<file path="config.mk">
export PLATFORM = sky130hd
export DESIGN_NAME = cpi_engine
export DESIGN_NICKNAME = d
export VERILOG_FILES = /design/src/hdl/cpi_pkg.sv /design/src/hdl/cpi_engine.sv
export SDC_FILE = /design/constraint.sdc
export NUM_CORES = 1
export LEC_CHECK = 0
export BUFFER_PORTS_ARGS = -buffer_cell sky130_fd_sc_hd__buf_4
export CAP_MARGIN = 5
export CORE_MARGIN = 2
export CORE_UTILIZATION = 51
export CTS_CLUSTER_DIAMETER = 150
export DETAILED_ROUTE_END_ITERATION = 10
export PLACE_DENSITY = 0.8
export RECOVER_POWER = 50
export SLEW_MARGIN = 30
export SYNTH_ARGS = -nofsm -noshare
export SYNTH_HDL_FRONTEND = slang
export SYNTH_SLANG_ARGS = --single-unit
</file>
<file path="constraint.sdc">
create_clock -name i_clk -period 6.6 [get_ports i_clk]
set_clock_uncertainty 0.15 [all_clocks]
set_input_delay 0.66 -clock i_clk [delete_from_list [all_inputs] [get_ports i_clk]]
set_output_delay 0.66 -clock i_clk [all_outputs]
set_load 0.01 [all_outputs]
</file>
<file path="src/hdl/cpi_pkg.sv">
// Shared types and constants for the color palette indexer.
package cpi_pkg;

    localparam int PIX_W       = 32;
    localparam int IDX_W       = 8;
    localparam int CNT_W       = 9;
    localparam int TABLE_DEPTH = 256;

    typedef struct packed {
        logic [PIX_W-1:0] pixel_value;
        logic             start_of_image;
    } t_pix_in;

    typedef struct packed {
        logic [IDX_W-1:0] color_index;
        logic             is_new_color;
        logic             palette_overflow;
        logic [CNT_W-1:0] palette_count;
    } t_pix_out;

    // Request from the search engine to the color table
    typedef struct packed {
        logic                            wr_en;
        logic [$clog2(TABLE_DEPTH)-1:0]  addr;
        logic [PIX_W-1:0]                wr_data;
    } t_mem_req;

endpackage

</file>
<file path="src/hdl/cpi_engine.sv">
// Search engine: scans the color table, appends misses, builds the result.
module cpi_engine #(
    parameter int PALETTE_SIZE = 256
) (
    input  logic              i_clk,
    input  logic              i_rst_n,
    input  logic              i_in_valid,
    output logic              o_in_ready,
    input  cpi_pkg::t_pix_in  i_in_data,
    output cpi_pkg::t_mem_req o_mem_req,
    input  logic [31:0]       i_mem_rdata,
    input  logic              i_slot_free,
    output logic              o_res_valid,
    output cpi_pkg::t_pix_out o_res
);
    import cpi_pkg::*;

    localparam logic [CNT_W-1:0] LIMIT = CNT_W'(PALETTE_SIZE);
    localparam int AW = $clog2(TABLE_DEPTH);

    typedef enum logic [2:0] {
        S_IDLE = 3'b001,
        S_SCAN = 3'b010,
        S_DONE = 3'b100
    } t_state;

    t_state           r_state, n_state;
    logic [CNT_W-1:0] r_count, n_count;
    logic [CNT_W-1:0] r_addr, n_addr;
    logic             r_rd_vld, n_rd_vld;
    logic [AW-1:0]    r_rd_idx, n_rd_idx;
    logic [PIX_W-1:0] r_pixel, n_pixel;
    t_pix_out         r_res, n_res;
    t_mem_req         mem_req;

    always_comb begin
        n_state  = r_state;
        n_count  = r_count;
        n_addr   = r_addr;
        n_rd_vld = 1'b0;
        n_rd_idx = r_rd_idx;
        n_pixel  = r_pixel;
        n_res    = r_res;
        mem_req  = '{wr_en: 1'b0, addr: r_addr[AW-1:0], wr_data: r_pixel};

        unique case (r_state)
            S_IDLE: begin
                if (i_in_valid) begin
                    n_pixel = i_in_data.pixel_value;
                    n_addr  = '0;
                    if (i_in_data.start_of_image) begin
                        n_count = '0;
                    end
                    n_state = S_SCAN;
                end
            end
            S_SCAN: begin
                // one read issued per cycle; the compare uses the registered RAM read data, flagged by r_rd_vld
                if (r_addr < r_count) begin
                    n_rd_vld = 1'b1;
                    n_rd_idx = r_addr[AW-1:0];
                    n_addr   = r_addr + 1'b1;
                end
                if (r_rd_vld && i_mem_rdata == r_pixel) begin
                    n_res   = '{color_index: r_rd_idx, is_new_color: 1'b0,
                                palette_overflow: 1'b0, palette_count: r_count};
                    n_state = S_DONE;
                end else if (!r_rd_vld && r_addr >= r_count) begin
                    // miss: append if room, port is free this cycle
                    if (r_count < LIMIT) begin
                        mem_req = '{wr_en: 1'b1, addr: r_count[AW-1:0],
                                    wr_data: r_pixel};
                        n_count = r_count + 1'b1;
                        n_res   = '{color_index: r_count[AW-1:0], is_new_color: 1'b1,
                                    palette_overflow: 1'b0, palette_count: n_count};
                    end else begin
                        n_res = '{color_index: '0, is_new_color: 1'b0,
                                  palette_overflow: 1'b1, palette_count: r_count};
                    end
                    n_rd_vld = 1'b0;
                    n_state  = S_DONE;
                end
            end
            S_DONE: begin
                if (i_slot_free) begin
                    n_state = S_IDLE;
                end
            end
            default: n_state = S_IDLE;
        endcase
    end

    always_ff @(posedge i_clk) begin
        if (!i_rst_n) begin
            r_state  <= S_IDLE;
            r_count  <= '0;
            r_rd_vld <= 1'b0;
        end else begin
            r_state  <= n_state;
            r_count  <= n_count;
            r_rd_vld <= n_rd_vld;
        end
        r_addr   <= n_addr;
        r_rd_idx <= n_rd_idx;
        r_pixel  <= n_pixel;
        r_res    <= n_res;
    end

    assign o_in_ready  = (r_state == S_IDLE);
    assign o_mem_req   = mem_req;
    assign o_res_valid = (r_state == S_DONE);
    assign o_res       = r_res;

endmodule

</file>
---- After elaboration in Yosys (flattened, before gate mapping) ----
Index checks and enable logic that the tools add are counted.
Widths: inputs -> output; s select.
word-level totals
  word-level logic and storage cells ...... 63
  input port bits ......................... 69
  flip-flop bits (word level) ............. 81
operators by class
  order comparisons ....................... 3
  eq/ne operators ......................... 12
  reduce and logical (&&, ||, !) cells .... 12
  mux-type cells .......................... 24
  $add $sub $neg .......................... 2
operators by type and width
  operator             count
  $mux 41              4
  $mux 9               7
  $mux 19              3
  $pmux 9 s2           2
  $eq 32x32->1         1
  $add 9x1->9 const B  2
  $mux 3               4
  $ne 2x2->1 const B   6
  $ge 9x9->1           1
  $lt 9x9->1           1
  $lt 9x9->1 const B   1
  $pmux 3 s3           1
  $reduce_and 2->1     4
  $reduce_and 3->1     2
  $reduce_and 6->1     1
  $reduce_bool 2->1    2
  $eq 3x1->1 const B   1
  $eq 3x2->1 const B   1
  $eq 3x3->1 const B   1
  $mux 1               3
  $ne 3x3->1 const B   1
  $logic_and 1x1->1    2
  $ne 2x1->1 const B   1
  $logic_not 1->1      1

---- Logic depth before layout (Yosys ltp) ----
Gate-level depths: netlist of the first run.
  depth after elaboration ................. 5
  mapped depth ............................ 9

---- Least setup slack after synthesis of the first run ----
Ideal clock, no wire load.
  path type ............................... input port to flip-flop
  from .................................... in i_in_valid
  to ...................................... reg r_count[0]
  setup time .............................. 0.130 ns
  stages on the path ...................... 4
  path slack .............................. 1.174 ns
  data required time ...................... 6.320 ns
  data arrival time ....................... 5.146 ns
  path buffers ............................ 0
  cell sequence ........................... nor4bb_1 -> nand2_1 -> o2111ai_1 -> o31ai_1
on the way
  longest elaborated chain between the ends .. 2
ends and longest elaborated chain
  element                     line               text
  start: declaration          cpi_engine.sv:7    input logic i_in_valid,
  $ne 2x2->1 (no line)        -
  $reduce_and 6->1 (no line)  -
  end signal: assignment      cpi_engine.sv:100  r_count <= n_count;
  end: declaration            cpi_engine.sv:28   logic [CNT_W-1:0] r_count, n_count;
Every way passes these cells.
A chain may end at the register's enable or synchronous reset.

==> impl_results.md, run 1 <==
* Status: finished, violations left
* Failing checks: max-capacitance violations, max-slew violations
* Largest net degree at the start of global routing at 33
* GR Util met3 at 4.96%
* Utilization after layout at 66.4%
* Clk root buf: clkbuf_8
* Total CTS buffers at 9
* Initial Utilization at 52.4%
* # Post-CTS Setup Buffers at 0
* Worst Setup Slack, final at 2.33 ns
* HP Class: input port to flop
* Placed cells at 560
* Vias in the first global route at 3077
* First-pass DRT Iterations at 5
* Reg clk slew, reported paths at 0.08 ns
* H-tree depth at 3
* GR Util met1 at 28.7%
* Post-synth EDFFs at 68
* Critical R2R Capture: o_res[9]
* Vias per cell at 5.54
* PortBufs at 130
* Required time of the critical path at 5.79 ns
* Setup TNS at 0 ns
* Die Ht at 92.9 um
* Cell Rows at 32
* Post-place setup slack at 2.61 ns
* CTS tree: built
* Total Wirelength at 9.37 mm
* Top_reg_cell synth: edfxtp_1
* RR Startpoint: r_count[8]
* Hold buffers post-CTS at 0
* Fin. Hold Viols at 0
* Met2 usage at 36.7%
* GPL Wtd Cong at 0.924
* Routed via count at 3190
* Post-synthesis register bit count at 81
* Clk Latency, worst-skew pair at 0.34 ns
* CP Capture Point: o_mem_req[35]
* Die X at 92.9 um
* Initial antenna violation count at 0
* First-pass GRT wire length at 15.0 mm
* Avg Inst Size Synth at 11.9 um^2
* Final ANT Viol Nets at 0
* Dpl hpwl at 6.99 mm
* Non-filler cells, final at 576
* Final antenna diode count at 0
* Maximum vdd drop at 0.000130 V
* Worst Setup Path Type: flop to primary output
* CP Capture Type: primary output
* Mapped cell area at 4030 um^2
* Fmax at 234 MHz
* Unique masters post-synth at 46
* Storage element area at 2300 um^2
* Period utilization at 64.7%
* WHS at 0.356 ns
* Crit-path max FO at 17
* Placeable Area at 7690 um^2
* Yosys warnings at 0
* R2r setup slk at 2.97 ns
* Post-synthesis sequential area ratio at 57.2%
* Top Ports at 131
* Placed instance area at 5110 um^2
* Crit path arrival time at 3.46 ns
* Busiest grt layer: met2
* Max clock buf depth at 2
* Max cap viols at 1
* Synth async-reset ratio at 0%
* Multi-input logic area at 1610 um^2
* DRT iter0 DRCs at 379
* Gr ovfl total at 0
* Fin nets at 551
* GRT Total Usage at 22.8%
* Full die area at 8620 um^2
* Residual DRC at 0
* Leakage at 1.90 nW
* Final Power at 1.08 mW
* Syn Nets at 420
* Synth-to-Final Area Change at 26.8%
* Cell Pwr Density at 212 nW/um^2
* R2r worst-path depth at 7
* Minimum clock period at 4.27 ns
* Worst-Margin Slew at 1.63 ns
* Setup violators final at 0
* CTS sink count at 81
* Per-cell routed wire length at 16.3 um
* Critical Path Start: r_count[8]
* Fraction of layout cells with a size suffix above 1 at 24.1%
* CP Launch Type: flop
* Fin area at 5110 um^2
* Relative slew slack at -8.72%
* Slew Viols, Final at 33
* CTS-repair resized insts at 0
* Fillers at 615
* Mapped Cells at 338
* RSZ-0062 raised after global routing: false
## routing by layer
metal / up-vias / routed length (um) / part of all wire (%)
met2: 182 / 4660 / 50
li1: 1520 / - / -
met4: 0 / 263 / 2.8
met5: - / 0 / 0
met1: 1460 / 3670 / 39
met3: 28 / 773 / 8.2
## worst max-delay path, cell delays in order (launching register included)
cell and delay (ns):
dfxtp_1 0.70, inv_1 0.33, ha_1 0.43, nand4_1 0.17, nor3_1 0.35, a211o_1 0.42
nand2_1 0.30, o21ai_0 0.26, buf_4 0.16
## report_power, final
group	leakage (nW)	switching (mW)	internal, mW
sequential	0.749	0.0189	0.579
clock	0.0929	0.178	0.176
combinational	1.06	0.0672	0.0644
total	1.90	0.264	0.820
## Yosys cell counts (7+ instances only)
cell / count / share of area [%]
xnor2_1: 39 / 8.5
ha_1: 13 / 4.0
nand2_1: 10 / 0.93
nand4_1: 11 / 1.7
clkbuf_1: 7 / 0.65
o211ai_1: 11 / 2.1
nor3_1: 7 / 0.87
o21ai_0: 23 / 2.9
nand3_1: 16 / 2.0
nor2_1: 27 / 2.5
inv_1: 16 / 1.5
dfxtp_1: 13 / 6.5
edfxtp_1: 68 / 51
a21oi_1: 17 / 2.1
## logic make-up (layout without fill, tap and decap cells)
group           after synthesis  in the layout  synth area share, %
fa+ha+maj                    13             13                 4.04
simple gates                 92             92                 11.8
buf+inv                      31            167                 3.39
mux                          11             11                 3.60
flops                        81             81                 57.2
compound gates               67             67                 10.6
xor+xnor                     43             43                 9.35
## state kept, by name, indices dropped and copies added, names as in the netlist
name,cells
r_pixel,32
o_res,19
r_addr,9
r_count,9
r_rd_idx,8
r_state,3
r_rd_vld,1
## layout make-up
class	count	share of cell area [%]
sequential	81	45.1
inverter	17	1.25
tap	102	2.50
clock inverter	6	1.32
multi-input combinational	226	31.5
clock buffer	10	2.50
timing repair buffer	134	15.9
## worst min path at each step
stage	cells after the start	to	start	slack [ns]
4_1_cts	1	r_pixel[20]	i_in_data[21]	0.31
5_1_grt	1	r_pixel[22]	i_in_data[23]	0.33
2_1_floorplan	2	r_count[7]	r_count[7]	0.34
3_5_place_dp	2	r_count[6]	r_count[6]	0.37
3_3_place_gp	2	r_count[6]	r_count[6]	0.35
6_report	1	r_pixel[18]	i_in_data[19]	0.36
## cells in the final DEF, fill, tap and decap left out, types with 7 or more instances in the layout
cell type and n:
a21oi_1 16, buf_4 50, clkbuf_1 53, clkbuf_4 32, clkbuf_8 9, dfxtp_1 13
edfxtp_1 68, ha_1 13, inv_1 16, nand2_1 10, nand3_1 16, nand4_1 11
nor2_1 27, nor3_1 7, o211ai_1 11, o21ai_0 23, xnor2_1 39
(Power assumes the default switching activity.)
==> run 2, diff against run 1 <==
Clock period 6.6 ns to 4.3 ns, I/O delays scaled along.
==> impl_results.md, run 2 (same netlist as run 1, synthesis figures left out) <==
* Period utilization at 89.9%
* CP Launch Type: flop
* Most frequent cells in the layout: edfxtp_1, clkbuf_1, buf_4
* # Post-CTS Setup Buffers at 0
* Clk root buf: clkbuf_8
* Fin. Hold Viols at 0
* CTS tree: built
* Commonest non-fill, non-tap cell in the layout: edfxtp_1
* Gr ovfl total at 0
* Dpl hpwl at 7.27 mm
* Placeable Area at 7690 um^2
* Status: finished, violations left
* CTS sink count at 81
* CP Capture Type: primary output
* Initial Utilization at 52.4%
* Die Ht at 92.9 um
* Cell Pwr Density at 338 nW/um^2
* First-pass GRT wire length at 15.1 mm
* Initial antenna violation count at 0
* Crit-path max FO at 17
* Final ANT Viol Nets at 0
* HP Class: input port to flop
* Routed via count at 3140
* Largest net degree at the start of global routing at 24
* Reg clk slew, reported paths at 0.09 ns
* Synth-to-Final Area Change at 27.4%
* Leakage at 1.90 nW
* CTS-repair resized insts at 0
* Vias in the first global route at 3137
* Die X at 92.9 um
* Cell Rows at 32
* Final antenna diode count at 0
* Fillers at 642
* Fin nets at 554
* Maximum vdd drop at 0.000248 V
* Vias per cell at 5.42
* Hold buffers post-CTS at 0
* DRT iter0 DRCs at 364
* Setup violators final at 0
* Max clock buf depth at 2
* WHS at 0.109 ns
* Fmax at 259 MHz
* GPL Wtd Cong at 0.873
* Required time of the critical path at 3.72 ns
* Residual DRC at 0
* H-tree depth at 3
* Largest Register: r_pixel
* Full die area at 8620 um^2
* Worst-Margin Slew at 2.30 ns
* GRT Total Usage at 22.9%
* Crit path arrival time at 3.29 ns
* Failing checks: max-capacitance violations, max-slew violations
* Final Power at 1.74 mW
* Setup TNS at 0 ns
* RSZ-0062 raised after global routing: false
* Total Wirelength at 9.57 mm
* Total CTS buffers at 9
* First-pass DRT Iterations at 5
* Per-cell routed wire length at 16.5 um
* Max reg flops at 32
* PortBufs at 130
* Slew Viols, Final at 14
* Minimum clock period at 3.87 ns
* Fraction of layout cells with a size suffix above 1 at 24.3%
* Max cap viols at 1
* Worst Setup Path Type: flop to primary output
* Clk Latency, worst-skew pair at 0.36 ns
* Top Ports at 131
* Relative slew slack at -55.6%
-- run 2: per-stage QoR --
stage / utilization [%] / setup slack [ns] / cell area (um^2) / instances
floorplan: - / 0.653 / 4030 / 338
global placement: 66.7 / 1.11 / 5130 / 563
detailed placement: 66.7 / 0.897 / 5130 / 563
CTS: 69.5 / 0.493 / 5350 / 579
global route: 66.7 / 0.227 / 5130 / 579
finish: 66.7 / 0.433 / 5130 / 579
-- run 2: area by class of cell --
type	instances	area, um^2	area share, %
Clock buffer	9	124	2.42
Clock inverter	7	93.8	1.83
Inverter	17	63.8	1.24
Multi-Input combinational cell	226	1590	31.0
Sequential cell	81	2300	44.9
Tap cell	102	128	2.49
Timing Repair Buffer	137	826	16.1
-- run 2: report_power, final --
group	switching [mW]	total, mW	internal (mW)
Clock	0.290	0.617	0.327
Combinational	0.102	0.201	0.0997
Sequential	0.0292	0.917	0.888
Total	0.421	1.74	1.31
-- run 2: worst max-delay path, cell delays in order (launching register included) --
cell,delay (ns)
dfxtp_1,0.71
inv_1,0.33
ha_1,0.42
nand4_1,0.14
nor3_1,0.36
a211o_1,0.16
buf_4,0.19
nand2_1,0.21
o21ai_0,0.24
buf_4,0.16
-- run 2: metal layers --
layer	up-vias	routed length (um)	global-route usage [%]
li1	1522	-	-
met1	1451	3720	27.8
met2	147	4970	40.3
met3	20	671	3.50
met4	0	214	9.93
met5	-	0	0
-- run 2: worst paths after layout --
kind | endpoint | slack, ns | cells after the start | from
hold / removal | r_pixel[11] | 0.11 | 1 | i_in_data[12]
setup / recovery | o_mem_req[35] | 0.43 | 9 | r_count[8]
setup reg to reg | r_count[2] | 0.78 | 4 | r_state[1]
hold reg to reg | r_count[7] | 0.39 | 2 | r_count[7]
==> run 3, diff against run 2 <==
Clock period 4.3 ns to 3.93 ns, I/O delays scaled along.
==> impl_results.md, run 3 (same netlist as run 1, synthesis figures left out) <==
* GR Util met3 at 4.15%
* Seq pwr share at 55.2%
* Max cap viols at 1
* H-tree depth at 3
* Initial antenna violation count at 0
* HP Class: input port to flop
* Commonest non-fill, non-tap cell in the layout: edfxtp_1
* Status: finished, violations left
* Peak per-stage delay on the critical path at 0.53 ns
* Busiest grt layer: met2
* Leakage at 1.90 nW
* Die X at 92.9 um
* # Post-CTS Setup Buffers at 0
* Required time of the critical path at 3.39 ns
* Die Ht at 92.9 um
* CTS tree: built
* Critical Path Slowest Stage Cell: dfxtp_2
* Fraction of layout cells with a size suffix above 1 at 24.5%
* Cell Pwr Density at 357 nW/um^2
* Sw Share at 24.6%
* DRT iter0 DRCs at 360
* Clock power share at 32.6%
* Crit path arrival time at 3.01 ns
* Fin. Hold Viols at 0
* Clk Latency, worst-skew pair at 0.36 ns
* Fin nets at 555
* RSZ-0062 raised after global routing: false
* Crit-path max FO at 17
* Combinational power share at 12.2%
* Vias per cell at 5.47
* CP Capture Type: primary output
* Per-cell routed wire length at 16.5 um
* CP bufs+invs at 2
* Largest Register: r_pixel
* Clk root buf: clkbuf_8
* Dpl hpwl at 7.16 mm
* Maximum vdd drop at 0.000216 V
* Initial Utilization at 52.4%
* Gr ovfl total at 0
* Most frequent cells in the layout: edfxtp_1, clkbuf_1, buf_4
* Hold buffers post-CTS at 0
* First-pass DRT Iterations at 5
* Storage element area at 2300 um^2
* Final ANT Viol Nets at 0
* GPL Wtd Cong at 0.890
* Full die area at 8620 um^2
* Met2 usage at 37.6%
* Largest net degree at the start of global routing at 34
* Fillers at 645
* Routed via count at 3171
* Final antenna diode count at 0
* Total CTS buffers at 9
* GR Util met1 at 30.1%
* CP Launch Type: flop
* Residual DRC at 0
* Relative slew slack at -20.5%
* Placeable Area at 7690 um^2
* Failing checks: max-capacitance violations, max-slew violations
* CTS-repair resized insts at 0
* Switch Pwr at 449 uW
* Multi-input logic area at 1590 um^2
* Period utilization at 90.4%
* Worst path cell trace: inv_1 > ha_1 > nand4_1 > nor3_1 > a211o_1 > nand2_1 > o21ai_0 > buf_4
* Final Power at 1.82 mW
* First-pass GRT wire length at 15.1 mm
* Cell Rows at 32
* Fmax at 282 MHz
* Reg clk slew, reported paths at 0.09 ns
* Setup TNS at 0 ns
* Top Ports at 131
* Setup violators final at 0
* CP delay by family, top: simple AND/OR/NAND/NOR gates
* Minimum clock period at 3.55 ns
* Power Internal at 1.37 mW
* PortBufs at 130
* GRT Total Usage at 22.9%
* Worst-Margin Slew at 1.81 ns
* Worst Setup Path Type: flop to primary output
* Max reg flops at 32
* CTS sink count at 81
* R2r setup slk at 0.84 ns
* Synth-to-Final Area Change at 26.8%
* Total Wirelength at 9.60 mm
* Vias in the first global route at 3087
* Max clock buf depth at 2
* Slew Viols, Final at 34
==> run 3: cell count changes in the layout (fill, tap and decap cells not counted) <==
| cell | delta |
|---|---|
| dfxtp_1 | -1 |
| clkbuf_1 | +1 |
| clkinv_2 | +1 |
| buf_4 | +1 |
| dfxtp_2 | +1 |
| inv_6 | -1 |
| bufinv_16 | -1 |
==> run 3: stage by stage <==
| stage | util, % | worst slack (ns) | cells | area, um^2 | hold slack, ns |
|---|---|---|---|---|---|
| floorplan | - | 0.314 | 338 | 4030 | 0.305 |
| global placement | 66.8 | 0.750 | 564 | 5140 | 0.350 |
| detailed placement | 66.8 | 0.569 | 564 | 5140 | 0.369 |
| CTS | 69.3 | 0.166 | 580 | 5320 | 0.0397 |
| global route | 66.4 | 0.230 | 580 | 5110 | 0.0554 |
| finish | 66.4 | 0.379 | 580 | 5110 | 0.0732 |
==> run 3: layer usage <==
metal / routed length (um) / vias up
li1: - / 1527
met1: 3960 / 1462
met2: 4730 / 158
met3: 689 / 24
met4: 222 / 0
met5: 0 / -
==> run 3: cell type report <==
cell class,count,area share [%]
Multi-Input combinational cell,226,31.2
Clock inverter,6,1.18
Timing Repair Buffer,138,16.3
Inverter,17,1.25
Tap cell,102,2.50
Clock buffer,10,2.50
Sequential cell,81,45.1
==> run 3: path summary, 6_finish.rpt <==
kind | startpoint | endpoint | cells past startpoint
setup reg to reg | r_count[8] | o_res[3] | 9
hold reg to reg | r_count[7] | r_count[7] | 2
hold / removal | i_in_data[12] | r_pixel[11] | 1
setup / recovery | r_count[8] | o_mem_req[34] | 8
==> run 3: power groups by stage <==
stage | Combinational [mW] | Sequential [mW] | Clock, mW
finish | 0.222 | 1.00 | 0.595
CTS | 0.247 | 1.00 | 0.606
floorplan | 0.102 | 1.03 | 0
global placement | 0.238 | 1.02 | 0
detailed placement | 0.247 | 1.02 | 0
global route | 0.244 | 1.01 | 0.639
